<file path="src/hdl/okl_pkg.sv">
// Shared types and codes for the ordered key list engine.
`timescale 1ns / 1ps

package okl_pkg;

	// Port widths, fixed by the interface
	localparam int OP_W     = 3;
	localparam int KEY_W    = 32;
	localparam int OFS_W    = 5;
	localparam int ST_W     = 3;
	localparam int POS_W    = 5;
	localparam int CNT_OUT_W = 5;

	// Default sizing
	localparam int DEF_CAPACITY = 16;
	localparam int DEF_KEY_BITS = 32;

	// Cell index bus wide enough for the largest supported capacity (256)
	localparam int IDX_MAX_W = 8;

	// Opcodes
	localparam logic [OP_W-1:0] OP_INS_OFS = 3'd0;
	localparam logic [OP_W-1:0] OP_INS_TOP = 3'd1;
	localparam logic [OP_W-1:0] OP_INS_BOT = 3'd2;
	localparam logic [OP_W-1:0] OP_DEL_OFS = 3'd3;
	localparam logic [OP_W-1:0] OP_DEL_KEY = 3'd4;
	localparam logic [OP_W-1:0] OP_FIND    = 3'd5;
	localparam logic [OP_W-1:0] OP_MTF     = 3'd6;

	// Status codes
	localparam logic [ST_W-1:0] ST_OK      = 3'd0;
	localparam logic [ST_W-1:0] ST_DUP     = 3'd1;
	localparam logic [ST_W-1:0] ST_RANGE   = 3'd2;
	localparam logic [ST_W-1:0] ST_FULL    = 3'd3;
	localparam logic [ST_W-1:0] ST_MISSING = 3'd4;

	// Per-cell update mode
	typedef enum logic [1:0] {
		CM_HOLD,
		CM_INS,   // cell lo takes the new key, cells in (lo, hi] take the left neighbor
		CM_DEL    // cells at and above lo take the right neighbor
	} cell_mode_t;

	// Control broadcast from the sequencer to every cell
	typedef struct packed {
		logic                 cmp;   // latch the compare result this cycle
		cell_mode_t           mode;
		logic [IDX_MAX_W-1:0] lo;
		logic [IDX_MAX_W-1:0] hi;
	} cell_ctl_t;

endpackage

</file>
<file path="src/hdl/okl_cell.sv">
// One slot of the key list: stored key, equality compare and neighbor shift.
`timescale 1ns / 1ps

module okl_cell import okl_pkg::*; #(
	parameter int KEY_BITS = DEF_KEY_BITS,
	parameter int CNT_W    = 5,
	parameter int IDX      = 0
) (
	input  logic                clk,
	input  logic                arst_n,
	input  cell_ctl_t           ctl,
	input  logic [KEY_BITS-1:0] key_in,
	input  logic [KEY_BITS-1:0] left_key,
	input  logic [KEY_BITS-1:0] right_key,
	input  logic [CNT_W-1:0]    count,
	output logic [KEY_BITS-1:0] entry,
	output logic                match
);

	localparam logic [IDX_MAX_W-1:0] MY_IDX = IDX_MAX_W'(IDX);

	logic [KEY_BITS-1:0] entry_q;
	logic                match_q;
	logic                occupied;

	assign occupied = CNT_W'(IDX) < count;

	always_ff @(posedge clk or negedge arst_n) begin
		if (!arst_n) begin
			match_q <= 1'b0;
		end else if (ctl.cmp) begin
			match_q <= occupied && (entry_q == key_in);
		end
	end

	always_ff @(posedge clk) begin
		case (ctl.mode)
			CM_INS: begin
				if (MY_IDX == ctl.lo)
					entry_q <= key_in;
				else if (MY_IDX > ctl.lo && MY_IDX <= ctl.hi)
					entry_q <= left_key;
			end
			CM_DEL: begin
				if (MY_IDX >= ctl.lo)
					entry_q <= right_key;
			end
			default: begin
			end
		endcase
	end

	assign entry = entry_q;
	assign match = match_q;

endmodule

</file>
<file path="src/hdl/ordered_key_list_engine.sv">
// Top level of the ordered key list engine: sequencer, result register and cell row.
`timescale 1ns / 1ps

// Ordered list of up to CAPACITY unique keys, numbered from 0 at the top, held in a
// row of cells that each own one slot. A request beat carries opcode, key and
// offset: insert at offset / top / bottom, remove by offset or by key, find, or
// move a key to the top. Each request returns exactly one result beat with
// status, position and the count after the request. When a request is accepted
// every cell compares its slot against the key; then, in the execute state and
// once the output register is free, the sequencer decodes the match vector, the
// cells shift by one place toward or away from the top as the opcode needs, and
// the result is loaded into the output register. A stalled result holds the
// block in its execute state until the output register frees. The list is
// empty after reset; slot contents need no clearing since only slots below the
// count are ever compared.

module ordered_key_list_engine import okl_pkg::*; #(
	parameter int CAPACITY = DEF_CAPACITY,
	parameter int KEY_BITS = DEF_KEY_BITS
) (
	input  logic                 clk,
	input  logic                 arst_n,
	// request channel
	input  logic                 in_valid,
	output logic                 in_stall,
	input  logic [OP_W-1:0]      opcode,
	input  logic [KEY_W-1:0]     key,
	input  logic [OFS_W-1:0]     offset,
	// result channel
	output logic                 out_valid,
	input  logic                 out_stall,
	output logic [ST_W-1:0]      status,
	output logic [POS_W-1:0]     position,
	output logic [CNT_OUT_W-1:0] count
);

	// count spans 0..CAPACITY; compares against the 5-bit offset use the wider width
	localparam int CNT_W = $clog2(CAPACITY + 1);
	localparam int CMP_W = (CNT_W > OFS_W) ? CNT_W : OFS_W;
	localparam int KIN_W = (KEY_BITS < KEY_W) ? KEY_BITS : KEY_W;

	localparam logic [CMP_W-1:0] CAP_CMP = CMP_W'(CAPACITY);
	localparam logic [CMP_W-1:0] LAST    = CMP_W'(CAPACITY - 1);
	localparam logic [CMP_W-1:0] ONE     = CMP_W'(1);

	// Sequencer states
	localparam logic ST_IDLE = 1'b0;
	localparam logic ST_EXEC = 1'b1;

	logic                state_q;
	logic [CNT_W-1:0]    count_q;

	// request held through the execute cycle
	logic [OP_W-1:0]     op_q;
	logic [KEY_BITS-1:0] key_q;
	logic [OFS_W-1:0]    ofs_q;

	// result register
	logic                out_valid_q;
	logic [ST_W-1:0]     status_q;
	logic [POS_W-1:0]    position_q;
	logic [CNT_OUT_W-1:0] cnt_out_q;

	logic                in_fire;
	logic                out_free;
	logic                exec_fire;

	// key reduced to KEY_BITS, zero extended where KEY_BITS exceeds the port
	logic [KEY_BITS-1:0] key_in;
	logic [KEY_BITS-1:0] cell_key;

	cell_ctl_t           ctl;

	logic [CAPACITY-1:0] match;
	logic [KEY_BITS-1:0] entry [CAPACITY];

	// decode of the execute cycle
	logic                found;
	logic [CMP_W-1:0]    fidx;
	logic [CMP_W-1:0]    cnt_ext;
	logic [CMP_W-1:0]    ofs_ext;
	logic [CMP_W-1:0]    at;
	logic [ST_W-1:0]     res_status;
	logic [CMP_W-1:0]    res_pos;
	logic [CMP_W-1:0]    res_cnt;
	cell_mode_t          res_mode;
	logic [CMP_W-1:0]    res_lo;
	logic [CMP_W-1:0]    res_hi;

	assign key_in    = KEY_BITS'(key[KIN_W-1:0]);
	assign in_stall  = (state_q != ST_IDLE);
	assign in_fire   = in_valid && !in_stall;
	assign out_free  = !out_valid_q || !out_stall;
	assign exec_fire = (state_q == ST_EXEC) && out_free;

	// during the compare cycle the cells see the port key, afterwards the held one
	assign cell_key = in_fire ? key_in : key_q;

	always_ff @(posedge clk or negedge arst_n) begin
		if (!arst_n) begin
			state_q <= ST_IDLE;
		end else begin
			unique case (state_q)
				ST_IDLE: begin
					if (in_fire)
						state_q <= ST_EXEC;
				end
				ST_EXEC: begin
					if (out_free)
						state_q <= ST_IDLE;
				end
				default: state_q <= ST_IDLE;
			endcase
		end
	end

	always_ff @(posedge clk) begin
		if (in_fire) begin
			op_q  <= opcode;
			key_q <= key_in;
			ofs_q <= offset;
		end
	end

	// one-hot match (keys are unique) folded into a binary index
	always_comb begin
		fidx = '0;
		for (int i = 0; i < CAPACITY; i++) begin
			if (match[i])
				fidx = fidx | CMP_W'(i);
		end
	end

	assign found   = |match;
	assign cnt_ext = CMP_W'(count_q);
	assign ofs_ext = CMP_W'(ofs_q);

	always_comb begin
		res_status = ST_OK;
		res_pos    = cnt_ext;
		res_cnt    = cnt_ext;
		res_mode   = CM_HOLD;
		res_lo     = '0;
		res_hi     = LAST;
		at         = '0;
		unique case (op_q) inside
			OP_INS_OFS, OP_INS_TOP, OP_INS_BOT: begin
				if (op_q == OP_INS_OFS)
					at = ofs_ext;
				else if (op_q == OP_INS_BOT)
					at = cnt_ext;
				if (at > cnt_ext) begin
					res_status = ST_RANGE;
				end else if (found) begin
					res_status = ST_DUP;
					res_pos    = fidx;
				end else if (cnt_ext >= CAP_CMP) begin
					res_status = ST_FULL;
				end else begin
					res_pos  = at;
					res_cnt  = cnt_ext + ONE;
					res_mode = CM_INS;
					res_lo   = at;
				end
			end
			OP_DEL_OFS: begin
				if (ofs_ext >= cnt_ext) begin
					res_status = ST_RANGE;
				end else begin
					res_pos  = ofs_ext;
					res_cnt  = cnt_ext - ONE;
					res_mode = CM_DEL;
					res_lo   = ofs_ext;
				end
			end
			OP_DEL_KEY: begin
				if (!found) begin
					res_status = ST_MISSING;
				end else begin
					res_pos  = fidx;
					res_cnt  = cnt_ext - ONE;
					res_mode = CM_DEL;
					res_lo   = fidx;
				end
			end
			OP_FIND: begin
				if (found)
					res_pos = fidx;
				else
					res_status = ST_MISSING;
			end
			OP_MTF: begin
				// rotate slots 0..fidx down by one and drop the key in at the top
				if (!found) begin
					res_status = ST_MISSING;
				end else begin
					res_pos  = '0;
					res_mode = CM_INS;
					res_lo   = '0;
					res_hi   = fidx;
				end
			end
			default: begin
				res_status = ST_RANGE;
			end
		endcase
	end

	always_comb begin
		ctl.cmp  = in_fire;
		ctl.mode = exec_fire ? res_mode : CM_HOLD;
		ctl.lo   = IDX_MAX_W'(res_lo);
		ctl.hi   = IDX_MAX_W'(res_hi);
	end

	always_ff @(posedge clk or negedge arst_n) begin
		if (!arst_n) begin
			count_q     <= '0;
			out_valid_q <= 1'b0;
		end else begin
			if (exec_fire) begin
				count_q     <= CNT_W'(res_cnt);
				out_valid_q <= 1'b1;
			end else if (!out_stall) begin
				out_valid_q <= 1'b0;
			end
		end
	end

	always_ff @(posedge clk) begin
		if (exec_fire) begin
			status_q   <= res_status;
			position_q <= POS_W'(res_pos);
			cnt_out_q  <= CNT_OUT_W'(res_cnt);
		end
	end

	// Cell row: each slot hands its key to the neighbor below or above
	for (genvar g = 0; g < CAPACITY; g++) begin : g_cell
		logic [KEY_BITS-1:0] left_key;
		logic [KEY_BITS-1:0] right_key;

		if (g == 0) begin : g_top
			assign left_key = cell_key;
		end else begin : g_mid
			assign left_key = entry[g-1];
		end

		if (g == CAPACITY - 1) begin : g_bot
			assign right_key = entry[g];
		end else begin : g_up
			assign right_key = entry[g+1];
		end

		okl_cell #(
			.KEY_BITS (KEY_BITS),
			.CNT_W    (CNT_W),
			.IDX      (g)
		) u_cell (
			.clk       (clk),
			.arst_n    (arst_n),
			.ctl       (ctl),
			.key_in    (cell_key),
			.left_key  (left_key),
			.right_key (right_key),
			.count     (count_q),
			.entry     (entry[g]),
			.match     (match[g])
		);
	end

	assign out_valid = out_valid_q;
	assign status    = status_q;
	assign position  = position_q;
	assign count     = cnt_out_q;

	// Checks
	a_count_bound: assert property (@(posedge clk) disable iff (!arst_n)
		CMP_W'(count_q) <= CAP_CMP)
		else $error("list count above capacity");

	a_unique_match: assert property (@(posedge clk) disable iff (!arst_n)
		$onehot0(match))
		else $error("key matched in more than one slot");

	a_count_only_on_exec: assert property (@(posedge clk) disable iff (!arst_n)
		!exec_fire |=> $stable(count_q))
		else $error("count moved outside an execute cycle");

	a_result_from_exec: assert property (@(posedge clk) disable iff (!arst_n)
		$rose(out_valid_q) |-> $past(state_q == ST_EXEC))
		else $error("result beat without an executed request");

	a_no_accept_in_exec: assert property (@(posedge clk) disable iff (!arst_n)
		in_fire |=> (state_q == ST_EXEC))
		else $error("accepted request did not reach execute");

endmodule

</file>
<file path="config.mk">
export PLATFORM = sky130hd
export DESIGN_NAME = ordered_key_list_engine
export DESIGN_NICKNAME = d
export VERILOG_FILES = /design/src/hdl/okl_pkg.sv /design/src/hdl/okl_cell.sv /design/src/hdl/ordered_key_list_engine.sv
export SDC_FILE = /design/constraint.sdc
export NUM_CORES = 2
export LEC_CHECK = 0
export BUFFER_PORTS_ARGS = -buffer_cell sky130_fd_sc_hd__buf_2
export CAP_MARGIN = 10
export CORE_MARGIN = 2
export CORE_UTILIZATION = 65
export DETAILED_ROUTE_END_ITERATION = 12
export HOLD_SLACK_MARGIN = 0.03
export PLACE_DENSITY = 0.82
export SLEW_MARGIN = 40
export SYNTH_ARGS = -nofsm -noshare
export SYNTH_HDL_FRONTEND = slang
export SYNTH_SLANG_ARGS = --single-unit
</file>
<file path="constraint.sdc">
create_clock -name clk -period 15.5 [get_ports clk]
set_input_delay 3.875 -clock clk [delete_from_list [all_inputs] [get_ports clk]]
set_output_delay 3.875 -clock clk [all_outputs]
set_load 0.005 [all_outputs]
</file>
==> summary by stage <==
Global routing
The initial antenna violation count is 3. Entering global routing, the biggest net connects 160 pins. The global-route wire length before repair is 192 mm. The overall overflow remaining after global route is 0.

The via count of the first global-routing pass came to 28.1k. Global routing used 46.8% of the available tracks.

Worst hold path
The sink of the worst hold path is out_valid. The startpoint of the most critical hold path is out_valid. Along the worst hold path, the cell count comes to 2. In this run the worst hold path is classified as reg2reg.

Worst setup path
The largest single stage delay on the critical path is 0.72 ns. The cell family with the largest share of critical-path delay is buffers and inverters. The worst setup path is of the in2reg kind. The most used cell along the critical path is sky130_fd_sc_hd__buf_4. The worst setup path is launched from an input pin.

Data on the critical path arrives at its endpoint at 8.59 ns. The capture instance of the worst register-to-register path is g_cell[4].u_cell.entry[4]. Counting both buffers and inverters, the worst setup path holds a total of 6. Traced cell by cell, the critical path runs through buf_2 > nand2b_1 > buf_4 > clkinv_2 > buf_4 > mux2i_1 > buf_4 > clkinv_2 > xnor2_1 > nand4_1 > nor4_1 > a32o_1. In this run the register-to-register setup slack is 9.28 ns. The critical register-to-register path startpoint is cnt_ext[0]. The required time at the endpoint of the critical path is 16.05 ns.

Along the worst path, the maximum fanout reaches 32. The count of cells along the worst register-to-register path is 16. The slowest stage cell on the critical path is sky130_fd_sc_hd__clkinv_2.

The type of destination of the critical path is a flip-flop.

Routing
The first TritonRoute pass finished after 7 iterations. Using the TritonRoute via totals, the vias-per-cell ratio works out to 7.15. For this block, the initial DRC count from the detailed router was 5461.

The routed metal-1 wire length is 45.9 mm. The remaining number of nets flagged by the antenna check after routing is 0. After detailed routing, the met3 layer carries 23.3 mm of wire. The highest metal layer with signal wires is met5. After detailed routing, the average wire length per cell comes to 32.7 µm.

In the routed design, unresolved DRC markers number 0. The overall via count from detail_route is 29.3k. Summed over all layers, the routed wires come to 134 mm. The routed length on met2 is 53.6 mm.

Timing
Clock skew on the completed layout was measured at 0.0282 ns. The final count of hold timing violations was 0. The total negative setup slack is 0 ns. Setup violations remaining at the end of the flow were counted as 0. The clock period minus worst slack is 8.04 ns.

Timing would allow up to 0.124 GHz. The final critical path takes up 51.9% of the cycle. The number of pins exceeding their max-slew limit in the final report is 0.

The worst hold slack after final layout is 0.535 ns. For the pin with the worst max-slew slack, the measured transition is 0.914 ns. Setup repair after global routing left no endpoint under its margin.

The relative slew slack is 38.6%.

Clock network
The number of buffers inserted during clock tree synthesis is 66. Post-CTS repair changed the size of 0 cells. Once the clock tree was built, the setup fixing pass inserted 0 buffers. The clock net in this run drives a total of 588 sinks. The worst-case clock buffer depth is 3. The clock latency on the worst-skew pair is 0.64 ns.

Clock-pin slew was measured on the worst setup and hold paths at 0.05 ns. The clock root buffer is sky130_fd_sc_hd__clkbuf_16. Hold repair after CTS inserted 0 buffers. The H-tree was split into 3 levels.

TritonCTS built the clock tree.

Floorplanning
The core region is 54900 µm². Once the floorplan was initialized, standard cells occupied 65.4% of the core. The number of I/O pins is 59. The floorplan has 86 rows.

The vertical die dimension is 239 µm. The die width is 239 µm. The die covers 57100 µm².

Yosys
After synthesis, flip-flops and latches occupy 48.0% of the total area. In the post-synthesis netlist, the biggest area contributors are sky130_fd_sc_hd__edfxtp_1 45%, sky130_fd_sc_hd__mux2i_1 13%, sky130_fd_sc_hd__xnor2_1 12%. The total nets after synthesis is 3431.

The post-synthesis async set-or-reset flop share is 3.91%. In this run, synthesis inferred 533 flip-flops with an integrated enable. Counting distinct cell types in the post-synthesis netlist gives 76. For this run, the number of Yosys warnings is 0. The synthesized design contains 588 register bits.

The most used flip-flop cell after synthesis is sky130_fd_sc_hd__edfxtp_1. The cell area that synthesis handed to floorplanning was 35900 µm². The share of synthesized area in the top cell type comes to 44.6%. Averaged over all synthesized cells, the footprint is 10.6 µm².

The count of mapped cells out of synthesis is 3371. The synthesized design spends more area on one cell type than any other, namely sky130_fd_sc_hd__edfxtp_1.

Pwr
The standby leakage power is 11.8 nW. The post-route total power is 5.33 mW. The largest voltage drop on the vdd net is 0.000108 V. In this run the power density over the cells is 136 nW/µm².

Finish
In the layout the commonest cells are 533 x sky130_fd_sc_hd__edfxtp_1, 497 x sky130_fd_sc_hd__nand2_1, 486 x sky130_fd_sc_hd__xnor2_1, 465 x sky130_fd_sc_hd__mux2i_1, 415 x sky130_fd_sc_hd__o21ai_1. The fraction of layout cells with a size suffix above 1 is 11.4%. The utilization after layout is 71.2%. Relative to the synthesized area, the layout overhead comes to 8.85%. Leaving out filler cells and counting taps, the final layout contains 4100. At the end of the flow, the number of nets in the layout was 3401. The most common cell after layout, fill and taps aside is sky130_fd_sc_hd__edfxtp_1.

Placement
The final weighted congestion in routability-driven placement is 1.05. After legalization and detailed placement, the total HPWL measured 90.4 mm. Counting tap cells, the placed design contains a total of 3977 instances. Input and output buffers added on the ports amount to 58.

Job
The number of max-capacitance violations reported is 0.

Status
The run finished with clean final reports.
## Yosys cell counts, types with 4 or more instances
| master | n |
|---|---|
| sky130_fd_sc_hd__and2_1 | 4 |
| sky130_fd_sc_hd__o21ai_0 | 63 |
| sky130_fd_sc_hd__nand2_1 | 497 |
| sky130_fd_sc_hd__inv_1 | 21 |
| sky130_fd_sc_hd__a21o_1 | 4 |
| sky130_fd_sc_hd__dfxtp_1 | 32 |
| sky130_fd_sc_hd__and3_1 | 4 |
| sky130_fd_sc_hd__nand2b_1 | 4 |
| sky130_fd_sc_hd__or3_1 | 4 |
| sky130_fd_sc_hd__clkinv_1 | 4 |
| sky130_fd_sc_hd__nor4_1 | 73 |
| sky130_fd_sc_hd__buf_6 | 21 |
| sky130_fd_sc_hd__mux2i_1 | 474 |
| sky130_fd_sc_hd__buf_2 | 74 |
| sky130_fd_sc_hd__edfxtp_1 | 533 |
| sky130_fd_sc_hd__buf_1 | 8 |
| sky130_fd_sc_hd__or2_2 | 5 |
| sky130_fd_sc_hd__inv_2 | 24 |
| sky130_fd_sc_hd__ha_1 | 16 |
| sky130_fd_sc_hd__xor2_1 | 27 |
| sky130_fd_sc_hd__nor2_1 | 74 |
| sky130_fd_sc_hd__o21ai_1 | 415 |
| sky130_fd_sc_hd__nand3_1 | 13 |
| sky130_fd_sc_hd__o211ai_1 | 9 |
| sky130_fd_sc_hd__nand4_1 | 86 |
| sky130_fd_sc_hd__a2111oi_0 | 5 |
| sky130_fd_sc_hd__mux2i_2 | 9 |
| sky130_fd_sc_hd__clkbuf_1 | 123 |
| sky130_fd_sc_hd__a22o_1 | 9 |
| sky130_fd_sc_hd__nor4_4 | 14 |
| sky130_fd_sc_hd__mux2_2 | 30 |
| sky130_fd_sc_hd__a21oi_1 | 65 |
| sky130_fd_sc_hd__nor3_1 | 29 |
| sky130_fd_sc_hd__dfrtp_1 | 23 |
| sky130_fd_sc_hd__buf_4 | 30 |
| sky130_fd_sc_hd__xnor2_1 | 486 |
## per-layer routing
metal	vias to the layer above	track usage (%)
met5	-	0
met3	640	19.0
met1	13800	60.6
met4	2	32.8
li1	12000	-
met2	2825	63.5
## tightest hold or removal path, stage by stage, from the launching register on
cell and delay, ns:
sky130_fd_sc_hd__dfrtp_1 0.36, sky130_fd_sc_hd__nand2_1 0.07, sky130_fd_sc_hd__nand2b_1 0.07
## kinds of logic (layout without fill, tap and decap cells)
group	Yosys count	in the layout	synth area share, %
flops	588	588	48.0
xor+xnor	513	513	12.5
compound gates	615	615	9.32
simple gates	820	820	10.9
buf+inv	306	329	4.22
fa+ha+maj	16	16	0.558
mux	513	513	14.5
other cells	0	2	0
## power breakdown
part	leakage, nW	internal (mW)	switching, mW	total [mW]
clock	1.05	0.916	0.682	1.60
combinational	5.34	0.536	1.10	1.63
sequential	5.40	1.93	0.172	2.10
## layout make-up
class | count | area (µm²)
multi-input combinational | 2477 | 17400
sequential | 588 | 17200
fill | 3895 | 15800
clock buffer | 90 | 1920
timing repair buffer | 158 | 1220
tap | 704 | 881
clock inverter | 31 | 221
inverter | 50 | 199
antenna | 2 | 5.00
## registers in the layout, indices dropped and copies added (netlist names)
register and cells:
g_cell.u_cell.entry 512, position 5, count 5, in_stall 1
out_valid 1, status 3, op_q 3, g_cell.u_cell.match 16
cnt_ext 5, key_q 32, ofs_ext 5
## metrics by stage
step | setup slack, ns | cell area, µm²
3_5_place_dp | 7.36 | 36900
5_1_grt | 7.61 | 39100
2_1_floorplan | 6.69 | 35900
4_1_cts | 8.00 | 39100
3_3_place_gp | 7.30 | 36700
6_report | 7.46 | 39100
## how the worst max path moves through the flow
stage / from / to / slack, ns / cells past startpoint
final: in_valid / g_cell[14].u_cell.match / 7.46 / 12
after global routing: in_valid / g_cell[14].u_cell.match / 7.61 / 12
after CTS: out_stall / g_cell[10].u_cell.entry[0] / 8.00 / 12
after detailed placement: out_stall / g_cell[10].u_cell.entry[0] / 7.36 / 12
after global placement: out_stall / g_cell[4].u_cell.entry[30] / 7.30 / 12
after floorplan: out_stall / g_cell[10].u_cell.entry[0] / 6.69 / 14
Note: power is estimated with default switching activity, not from simulation.
